--- src/rtl/core/egrad_pkg.sv ---
package egrad_pkg;

  localparam int QBITS   = 48;
  localparam int LNUM_W  = 63;
  localparam int LDIV_W  = 32 + QBITS - 1;
  localparam int RNUM_W  = 94;
  localparam int RDIV_W  = 63 + QBITS - 1;
  localparam int BETA_W  = 48;

  localparam logic [2:0] MODE_ADD = 3'd0;
  localparam logic [2:0] MODE_SUB = 3'd1;
  localparam logic [2:0] MODE_MUL = 3'd2;
  localparam logic [2:0] MODE_DIV = 3'd3;
  localparam logic [2:0] MODE_MAX = 3'd4;
  localparam logic [2:0] MODE_MIN = 3'd5;

  localparam logic [1:0] REG_OP_MODE     = 2'd0;
  localparam logic [1:0] REG_GRAD_SCALE  = 2'd1;
  localparam logic [1:0] REG_ACCUM_SCALE = 2'd2;

  localparam logic [31:0] Q_MAX = 32'h7fff_ffff;
  localparam logic [31:0] Q_MIN = 32'h8000_0000;

  typedef struct packed {
    logic [LNUM_W-1:0]        lrem;
    logic [LDIV_W-1:0]        ldiv;
    logic [QBITS-1:0]         lq;
    logic [RNUM_W-1:0]        rrem;
    logic [RDIV_W-1:0]        rdiv;
    logic [QBITS-1:0]         rq;
    logic                     lneg;
    logic                     rneg;
    logic                     lbig;
    logic                     rbig;
    logic                     use_q;
    logic signed [BETA_W-1:0] lbeta;
    logic signed [BETA_W-1:0] rbeta;
    logic [31:0]              lres;
    logic [31:0]              rres;
    logic                     flag;
    logic                     last;
  } div_word_t;

  typedef struct packed {
    logic [31:0] val;
    logic        hit;
  } sat_t;

  function automatic sat_t sat32(input logic signed [95:0] v);
    sat_t r;
    r.hit = 1'b1;
    r.val = Q_MAX;
    if (v > $signed({64'b0, Q_MAX})) begin
      r.val = Q_MAX;
    end else if (v < $signed({{64{1'b1}}, Q_MIN})) begin
      r.val = Q_MIN;
    end else begin
      r.hit = 1'b0;
      r.val = v[31:0];
    end
    return r;
  endfunction

endpackage

--- src/rtl/core/egrad_back.sv ---
module egrad_back (
  input  logic                 clk,
  input  logic                 rst_n,
  input  logic                 en,
  input  logic                 in_vld,
  input  egrad_pkg::div_word_t in_d,
  output logic                 out_vld_r,
  output logic [31:0]          out_left_r,
  output logic [31:0]          out_right_r,
  output logic                 out_sat_r,
  output logic                 out_last_r
);

  logic [49:0]     ql, qr, suml, sumr;
  egrad_pkg::sat_t sat_l, sat_r;
  logic [31:0]     left_nxt, right_nxt;
  logic            sat_nxt;

  always_comb begin
    ql   = in_d.lneg ? (50'd0 - {2'b0, in_d.lq}) : {2'b0, in_d.lq};
    qr   = in_d.rneg ? (50'd0 - {2'b0, in_d.rq}) : {2'b0, in_d.rq};
    suml = ql + {{2{in_d.lbeta[47]}}, in_d.lbeta};
    sumr = qr + {{2{in_d.rbeta[47]}}, in_d.rbeta};
    sat_l = egrad_pkg::sat32($signed({{46{suml[49]}}, suml}));
    sat_r = egrad_pkg::sat32($signed({{46{sumr[49]}}, sumr}));
    if (in_d.lbig) begin
      sat_l.val = in_d.lneg ? egrad_pkg::Q_MIN : egrad_pkg::Q_MAX;
      sat_l.hit = 1'b1;
    end
    if (in_d.rbig) begin
      sat_r.val = in_d.rneg ? egrad_pkg::Q_MIN : egrad_pkg::Q_MAX;
      sat_r.hit = 1'b1;
    end
    if (in_d.use_q) begin
      left_nxt  = sat_l.val;
      right_nxt = sat_r.val;
      sat_nxt   = sat_l.hit | sat_r.hit;
    end else begin
      left_nxt  = in_d.lres;
      right_nxt = in_d.rres;
      sat_nxt   = in_d.flag;
    end
  end

  always_ff @(posedge clk) begin
    if (!rst_n) begin
      out_vld_r <= 1'b0;
    end else if (en) begin
      out_vld_r <= in_vld;
    end
    if (en) begin
      out_left_r  <= left_nxt;
      out_right_r <= right_nxt;
      out_sat_r   <= sat_nxt;
      out_last_r  <= in_d.last;
    end
  end

endmodule

--- config.mk ---
export PLATFORM = sky130hd
export DESIGN_NAME = egrad_back
export DESIGN_NICKNAME = d
export VERILOG_FILES = /design/src/rtl/core/egrad_pkg.sv /design/src/rtl/core/egrad_back.sv
export SDC_FILE = /design/constraint.sdc
export NUM_CORES = 1
export LEC_CHECK = 0
export ABC_AREA = 1
export BUFFER_PORTS_ARGS = -buffer_cell sky130_fd_sc_hd__buf_4
export CAP_MARGIN = 20
export CORE_AREA = 4 4 263 265
export CTS_CLUSTER_SIZE = 12
export DETAILED_ROUTE_END_ITERATION = 16
export DIE_AREA = 0 0 267 269
export PLACE_DENSITY = 0.47
export SLEW_MARGIN = 20
export SYNTH_ARGS = -nofsm -noshare
export SYNTH_HDL_FRONTEND = slang
export SYNTH_SLANG_ARGS = --single-unit
--- constraint.sdc ---
create_clock -name clk -period 10.21 [get_ports clk]
set_input_delay 2.042 -clock clk [delete_from_list [all_inputs] [get_ports clk]]
set_output_delay 2.042 -clock clk [all_outputs]
set_load 0.05 [all_outputs]
==> impl_metrics.ini <==
[min_path]
hp-class = register to register
hold_path_end = out_vld_r
whs_path_depth = 2
min_from = out_vld_r

[power_and_ir_drop]
p_int_mw = 0.965
max-vdd-ir-drop_uv = 83.9
finalPower_mw = 2.01
p_leak_nw = 9.77
switching_share = 0.520
power_density_nw_per_um2 = 110
seq_power_share = 0.179
clock_power_share = 0.166
p_comb_frac = 0.655
p_sw_mw = 1.04

[timing]
hold_ws_ns = 0.541
final-setup-viol-count = 0
relSlewSlack = 0.384
setup_tns_ns = 0
period_share = 0.771
final-hold-violation-count = 0
timing.final.ws_setup_ns = 2.34
min_period_ns = 7.87
rsz0062_at_grt = false
slew_viol_final = 0
fmax_mhz = 127
tightestPinTransition_ns = 0.923
skew_ns = 0

[critical_path]
rr_worst_depth = 2
critPathKind = primary input to register
crit_top_cell = nand2_1
cpMaxStageDelayCell = o21ai_4
crit_path_start_kind = primary input
r2r_end = out_vld_r
end_kind = register
cp_max_fo = 23
worstPathRequired_ns = 10.30
startpoint = in_d[419]
r2r_start = out_vld_r
slowest_delay_ns = 0.62
worstPathArrival_ns = 7.97
reg2reg_slack_ns = 9.56

[grt]
antenna_found_initial = 6
grt_pass1_wl_um = 97800
grt_use_total = 0.180
grt_pass1_vias = 16600
grt_remaining_overflow = 0
grt_max_degree = 39

[drt]
avgViaCountPerCell = 4.47
drtIter0Drc = 1018
num_vias = 17200
routed_wl_um = 66800
ant_nets = 0
wl_per_cell_um = 17.4
firstDrtPassIters = 5
drc_errors = 0

[status]
status = complete, no violations

[clocking]
cts_hold_buf = 0
cts.sinks = 67
cts_tree = yes
cts-resized-gates = 0
insertion_delay_ns = 0.37
htreeDepth = 3
cts_buffer_depth = 2
clk_pin_slew_ns = 0.06
postCtsSetupBuffers = 0
cts_buffers = 9
cts_root_buffer = clkbuf_16

[floorplan]
initial_core_util = 0.217
coreArea_sq_um = 66800
die-width_um = 267
rows = 95
io_pins = 680
die-height_um = 269
die_area_sq_um = 71800

[synthesis]
synthFlopType = edfxtp_1
netlist_area_sq_um = 14500
ys_types = 45
syn-instance-count = 2651
ys_ff_latch = 67
synth_edf_count = 66
synth.avg_cell_area_sq_um = 5.46
yosysWarnings = 0
ys_seq_area_frac = 0.138
synth_nets = 3368
async_flop_share = 0

[cells_and_area]
area_delta_synth_final_pct = 25.8
num-fill-cells = 7889
drive_above_1_share = 0.129
finalNetCount = 3683

[place]
io_buffers = 333
place_ws_ns = 1.97
routabilityCongestion = 0.900
dp_hpwl_um = 58700

[run]
cap_violations = 0
[layer usage]
layer	vias up	track usage	wire length, um
li1	8932	-	-
met1	7762	0.238	30600
met2	438	0.302	30400
met3	50	0.0384	4580
met4	4	0.0387	1100
met5	-	0	25
[worst max-delay path, delay by kind of cell]
kind,cells,cell delay [ns]
and+or+nand+nor,22,3.32
AOI/OAI and AO/OA,3,1.39
buffers and inverters,5,0.46
adders and majority gates,2,0.45
xor gates and xnor gates,1,0.29
[Yosys cell counts (4+ instances only)]
cell        n  area [sq um]
ha_1      102          1280
nor4_1     12          75.1
xor2_1    108           946
clkbuf_1   16          60.1
o21bai_1   12          90.1
nand2_1   908          3410
buf_4       6          45.0
nor2_1    336          1260
inv_1     480          1800
nor2_2      9          56.3
nand3b_1   11          82.6
nand4_1    51           319
buf_6       6          67.6
nand3_1   177           886
xnor2_1    45           394
a21oi_2     5          43.8
edfxtp_1   66          1980
or2_2       4          25.0
and2_1      6          37.5
o31ai_1     5          37.5
a21oi_1   150           751
o21ai_0    46           230
a31oi_1    10          62.6
nor3_1     49           245
[flip-flops by register name, summed over array words and instances (netlist names)]
signal / cells
out_last_r: 1
out_sat_r: 1
out_right_r: 32
out_left_r: 32
out_vld_r: 1
[cell families after synthesis]
logic type      after synthesis  share of synthesized area
simple gates               1571                      0.447
xor+xnor                    153                     0.0926
fa+ha+maj                   104                     0.0910
flops                        67                      0.138
compound gates              238                     0.0907
buf+inv                     518                      0.140
[through the flow]
step,instance area [sq um],std cells,util
final,18200,3846,0.272
after global routing,18200,3844,0.272
after CTS,18200,3844,0.272
after detailed placement,17900,3828,0.268
after global placement,17900,3828,0.268
after floorplan,14500,2651,-
[layout by cell type (no fill, tap or decap), types with 49 or more instances in the layout]
cell,n
edfxtp_1,66
buf_4,340
a21oi_1,150
nand4_1,51
nor2_1,336
inv_1,480
xor2_1,108
nand2_1,908
nor3_1,49
nand3_1,177
ha_1,102
[worst max path at each step]
stage	endpoint	cells past startpoint
3_5_place_dp	out_right_r[17]	36
6_report	out_left_r[30]	33
3_3_place_gp	out_right_r[17]	36
2_1_floorplan	out_right_r[22]	35
5_1_grt	out_left_r[30]	33
4_1_cts	out_right_r[17]	36
[power by group through the flow]
stage               clock, mW  combinational, mW  sequential, mW
finish                  0.334               1.32           0.359
global route            0.358               1.46           0.362
CTS                     0.350               1.32           0.360
detailed placement          0               1.31           0.364
global placement            0               1.32           0.364
floorplan                   0              0.747           0.476
[cell type report]
cell class	instances	area, sq um	area share
flip-flops and latches	67	2000	0.110
clock inverters	7	68.8	0.00378
inverters	482	1810	0.0995
diodes	2	5.00	0.000275
clock buffers	9	225	0.0124
repair buffers	340	2550	0.140
well taps	873	1090	0.0601
multi-input cells	2066	10400	0.574
(Power assumes the default switching activity.)
