`src/rtl/core/egrad_pkg.sv`:
```
package egrad_pkg;

  localparam int QBITS   = 48;
  localparam int LNUM_W  = 63;
  localparam int LDIV_W  = 32 + QBITS - 1;
  localparam int RNUM_W  = 94;
  localparam int RDIV_W  = 63 + QBITS - 1;
  localparam int BETA_W  = 48;

  localparam logic [2:0] MODE_ADD = 3'd0;
  localparam logic [2:0] MODE_SUB = 3'd1;
  localparam logic [2:0] MODE_MUL = 3'd2;
  localparam logic [2:0] MODE_DIV = 3'd3;
  localparam logic [2:0] MODE_MAX = 3'd4;
  localparam logic [2:0] MODE_MIN = 3'd5;

  localparam logic [1:0] REG_OP_MODE     = 2'd0;
  localparam logic [1:0] REG_GRAD_SCALE  = 2'd1;
  localparam logic [1:0] REG_ACCUM_SCALE = 2'd2;

  localparam logic [31:0] Q_MAX = 32'h7fff_ffff;
  localparam logic [31:0] Q_MIN = 32'h8000_0000;

  typedef struct packed {
    logic [LNUM_W-1:0]        lrem;
    logic [LDIV_W-1:0]        ldiv;
    logic [QBITS-1:0]         lq;
    logic [RNUM_W-1:0]        rrem;
    logic [RDIV_W-1:0]        rdiv;
    logic [QBITS-1:0]         rq;
    logic                     lneg;
    logic                     rneg;
    logic                     lbig;
    logic                     rbig;
    logic                     use_q;
    logic signed [BETA_W-1:0] lbeta;
    logic signed [BETA_W-1:0] rbeta;
    logic [31:0]              lres;
    logic [31:0]              rres;
    logic                     flag;
    logic                     last;
  } div_word_t;

  typedef struct packed {
    logic [31:0] val;
    logic        hit;
  } sat_t;

  function automatic sat_t sat32(input logic signed [95:0] v);
    sat_t r;
    r.hit = 1'b1;
    r.val = Q_MAX;
    if (v > $signed({64'b0, Q_MAX})) begin
      r.val = Q_MAX;
    end else if (v < $signed({{64{1'b1}}, Q_MIN})) begin
      r.val = Q_MIN;
    end else begin
      r.hit = 1'b0;
      r.val = v[31:0];
    end
    return r;
  endfunction

endpackage

```
`src/rtl/core/egrad_cell.sv`:
```
module egrad_cell (
  input  logic                 clk,
  input  logic                 rst_n,
  input  logic                 en,
  input  logic                 in_vld,
  input  egrad_pkg::div_word_t in_d,
  output logic                 out_vld,
  output egrad_pkg::div_word_t out_d
);

  egrad_pkg::div_word_t d_nxt;
  logic                 ltake, rtake;
  logic [egrad_pkg::LDIV_W-1:0] lext;
  logic [egrad_pkg::RDIV_W-1:0] rext;

  // one quotient bit per lane: compare, subtract, shift divisor down
  always_comb begin
    lext  = {{(egrad_pkg::LDIV_W-egrad_pkg::LNUM_W){1'b0}}, in_d.lrem};
    rext  = {{(egrad_pkg::RDIV_W-egrad_pkg::RNUM_W){1'b0}}, in_d.rrem};
    ltake = lext >= in_d.ldiv;
    rtake = rext >= in_d.rdiv;
    d_nxt      = in_d;
    d_nxt.ldiv = in_d.ldiv >> 1;
    d_nxt.rdiv = in_d.rdiv >> 1;
    d_nxt.lq   = {in_d.lq[egrad_pkg::QBITS-2:0], ltake};
    d_nxt.rq   = {in_d.rq[egrad_pkg::QBITS-2:0], rtake};
    if (ltake) begin
      d_nxt.lrem = egrad_pkg::LNUM_W'(lext - in_d.ldiv);
    end
    if (rtake) begin
      d_nxt.rrem = egrad_pkg::RNUM_W'(rext - in_d.rdiv);
    end
  end

  always_ff @(posedge clk) begin
    if (!rst_n) begin
      out_vld <= 1'b0;
    end else if (en) begin
      out_vld <= in_vld;
    end
    if (en) begin
      out_d <= d_nxt;
    end
  end

endmodule

```
`config.mk`:
```
export PLATFORM = sky130hd
export DESIGN_NAME = egrad_cell
export DESIGN_NICKNAME = d
export VERILOG_FILES = /design/src/rtl/core/egrad_pkg.sv /design/src/rtl/core/egrad_cell.sv
export SDC_FILE = /design/constraint.sdc
export NUM_CORES = 1
export LEC_CHECK = 0
export ABC_AREA = 0
export BUFFER_PORTS_ARGS = -buffer_cell sky130_fd_sc_hd__buf_2
export CAP_MARGIN = 20
export CORE_AREA = 5 5 477 479
export CTS_CLUSTER_DIAMETER = 60
export DETAILED_ROUTE_END_ITERATION = 8
export DIE_AREA = 0 0 482 484
export SETUP_SLACK_MARGIN = 0.15
export SLEW_MARGIN = 0
export SYNTH_ARGS = -nofsm -noshare
export SYNTH_HDL_FRONTEND = slang
export SYNTH_SLANG_ARGS = --single-unit
export TNS_END_PERCENT = 30
```
`constraint.sdc`:
```
create_clock -name clk -period 8.59 [get_ports clk]
set_input_delay 0.859 -clock clk [delete_from_list [all_inputs] [get_ports clk]]
set_output_delay 0.859 -clock clk [all_outputs]
set_load 0.1 [all_outputs]
```
==> flow_summary.yaml <==
clocking:
  clock_path_buffers: 3
  path_clk_slew_ps: 60
  post_cts_resized: 0
  numCtsBuffers: 106
  clkLatencyLatePin_ps: 710
  cts-root-buf: "clkbuf_16"
  holdBufCountCts: 0
  htreeDepth: 3
  cts_tree: "done"
  cts_sinks: 608
  post_cts_buffers: 0
detailed_routing:
  post_drt_via_cell_ratio: 3.91
  first_pass_iters: 5
  num_vias: 26700
  detail-route-antenna-nets: 0
  drt_iter0_markers: 1787
  post_drt_wl_per_cell_um: 30.2
  drcViolationCount: 0
  routed_wl_um: 206000
synth:
  netlist.area_leader.share_pct: 60.5
  yosysSeqAreaShare_pct: 60.5
  yosys.area_share.adder_pct: 6.65
  ys_warn_count: 0
  netlist_instances: 2462
  netlist_area_mm2: 0.0302
  synth_top_family_by_area: "compound AO/OA/AOI/OAI gates"
  synth_compound_area_share_pct: 13.5
  synthArstFlopShare_pct: 0
  synth_area_leader_cell: "edfxtp_1"
  synth.area.top_cells: "edfxtp_1 60%, ha_1 6.5%, a21oi_1 3.4%"
  syn_avg_cell_area_um2: 12.2
  synth-xor-area-share_pct: 4.30
  synth-edff-count: 607
  synth_cell_types: 85
  synth-seq-cells: 608
  dominantRegCellSynth: "edfxtp_1"
  muxShareOfSynthArea_pct: 2.73
  synth_simple_gate_area_share_pct: 8.25
layout:
  layout_common_cells: "1,217 x buf_2, 607 x edfxtp_1, 230 x nand2_1"
  final_common_cell: "buf_2"
  syn_to_final_growth_pct: 43.6
  final_util_pct: 19.4
  final_cells: 6825
  drive_above_1_share_pct: 38.3
  fin_nets: 4489
timing:
  worst_pin_slew_ps: 1100
  drv_slew: 0
  slew_headroom_pct: 25.7
  grt_setup_unrepaired: "no"
  fin_tns_setup_ps: 0
  max_freq_mhz: 193
  final_hold_viol_count: 0
  period_needed_ps: 5190
  setup_viol: 0
  period_share_pct: 60.4
  clock-skew-final_ps: 0
placement:
  gp_routability_congestion: 0.934
  port_buffers: 1218
  dp.cells: 6601
  dp_hpwl_um: 178000
critical_path:
  worstPathMaxFanout: 10
  worstPathArrival_ps: 5620
  critPathKind: "in -> reg"
  crit_path_end_kind: "flip-flop"
  cp_slowest_cell: "o41ai_1"
  cp-start-kind: "input pin"
  reg2reg_depth: 2
  r2r_start: "out_vld$_SDFFE_PN0P_"
  crit_path_max_incr_delay_ps: 910
  cp_data_required_time_ps: 9030
  rrSetupSlack_ps: 7990
  worstReg2RegEnd: "out_vld$_SDFFE_PN0P_"
  critical_path.cell_chain: "buf_2 > inv_1 > ha_1 > nand4_1 > nor4b_1 > o21ai_0 > o31ai_1 > nor3b_1 > a31oi_1 > nor2_1 > o41ai_1 > a311o_1 > a31oi_1 > xor2_1 > o21ai_0"
hold_path:
  holdPathEnd: "out_d[55]$_DFFE_PP_"
  hold_class: "in -> reg"
  hold_start: "in_d[55]"
  min_path_cells: 1
global_routing:
  grt_use_total_pct: 16.9
  first_global_vias: 26900
  grt_pass1_wl_um: 261000
  gr-total-overflow: 0
  antenna_found_initial: 166
  grt_max_degree: 139
pwr:
  power.leakage_nw: 18.3
  ir_drop_v: 0.000151
  power.density_mw_per_mm2: 257
floorplan:
  die_h_um: 484
  num_rows: 174
  dieArea_mm2: 0.233
  die_x_um: 482
  start_util_pct: 13.5
  ioPinCount: 1223
  core_area_mm2: 0.223
job:
  max_cap_viol_count: 0
status:
  outcome: "finished clean"
-- worst max path at each step --
stage	from	end	cells after the start
5_1_grt	in_d[253]	out_d[416]$_DFFE_PP_	15
6_report	in_d[253]	out_d[416]$_DFFE_PP_	15
3_3_place_gp	in_d[253]	out_d[416]$_DFFE_PP_	15
4_1_cts	in_d[253]	out_d[408]$_DFFE_PP_	15
3_5_place_dp	in_d[253]	out_d[416]$_DFFE_PP_	15
2_1_floorplan	in_d[325]	out_d[407]$_DFFE_PP_	16
-- area by class of cell --
cell class	instances	area [µm²]
repair buffers	1231	6270
well taps	2992	3740
diodes	32	80.1
fillers	24600	180000
multi-input cells	1560	10700
flip-flops and latches	608	18200
inverters	210	788
clock inverters	72	717
clock buffers	120	2750
-- routing by layer --
metal  routed length, µm  vias up  track usage (%)
met1               75000    13000             18.3
met3               21400      429             6.66
met5                 218        -                0
met4                8020       34             5.67
li1                    -    11700                -
met2              102000     1497             29.8
-- flip-flops by register name, indices dropped and copies added, names as in the netlist --
name / flops
out_vld: 1
out_d: 607
-- critical path, delay by kind of cell --
kind                     cells  cell delay (ps)
AO/OA/AOI/OAI                7             2490
buffers and inverters        2              150
adder cells (fa/ha/maj)      1              480
XOR/XNOR                     1              130
AND/OR/NAND/NOR              4             1490
-- metrics by stage --
stage	worst slack, ps	power [mW]	instance area, µm²	hold slack, ps
floorplan	4480	5.99	30200	958
global placement	2680	6.97	39800	501
detailed placement	2650	6.97	39800	513
CTS	3490	11.3	43200	179
global route	3340	11.6	43300	206
finish	3400	11.1	43300	280
-- where the power goes --
group | total (mW) | switching (mW) | internal, mW
logic | 3.27 | 2.68 | 0.584
registers | 3.62 | 0.0860 | 3.53
clock network | 4.24 | 1.73 | 2.52
-- cell families (layout without fill, tap and decap cells) --
family,count (synthesis),count (layout)
mux,74,74
fa+ha+maj,159,159
simple gates,531,531
xor+xnor,148,148
flops,608,608
buf+inv,295,1633
other cells,1,34
compound gates,646,646
-- synthesized netlist by cell type (20+ instances only) --
library cell  number
a21o_1            79
a21oi_1          207
a31oi_1           20
buf_2             20
clkbuf_1          52
edfxtp_1         607
ha_1             157
inv_1            210
mux2_1            52
nand2_1          230
nand3_1           28
nand4_1           55
nor2_1            98
o21ai_0          143
o21ai_1           44
o21bai_1          35
xnor2_1           93
xor2_1            55
No activity file was read; power rests on OpenSTA's default activity.
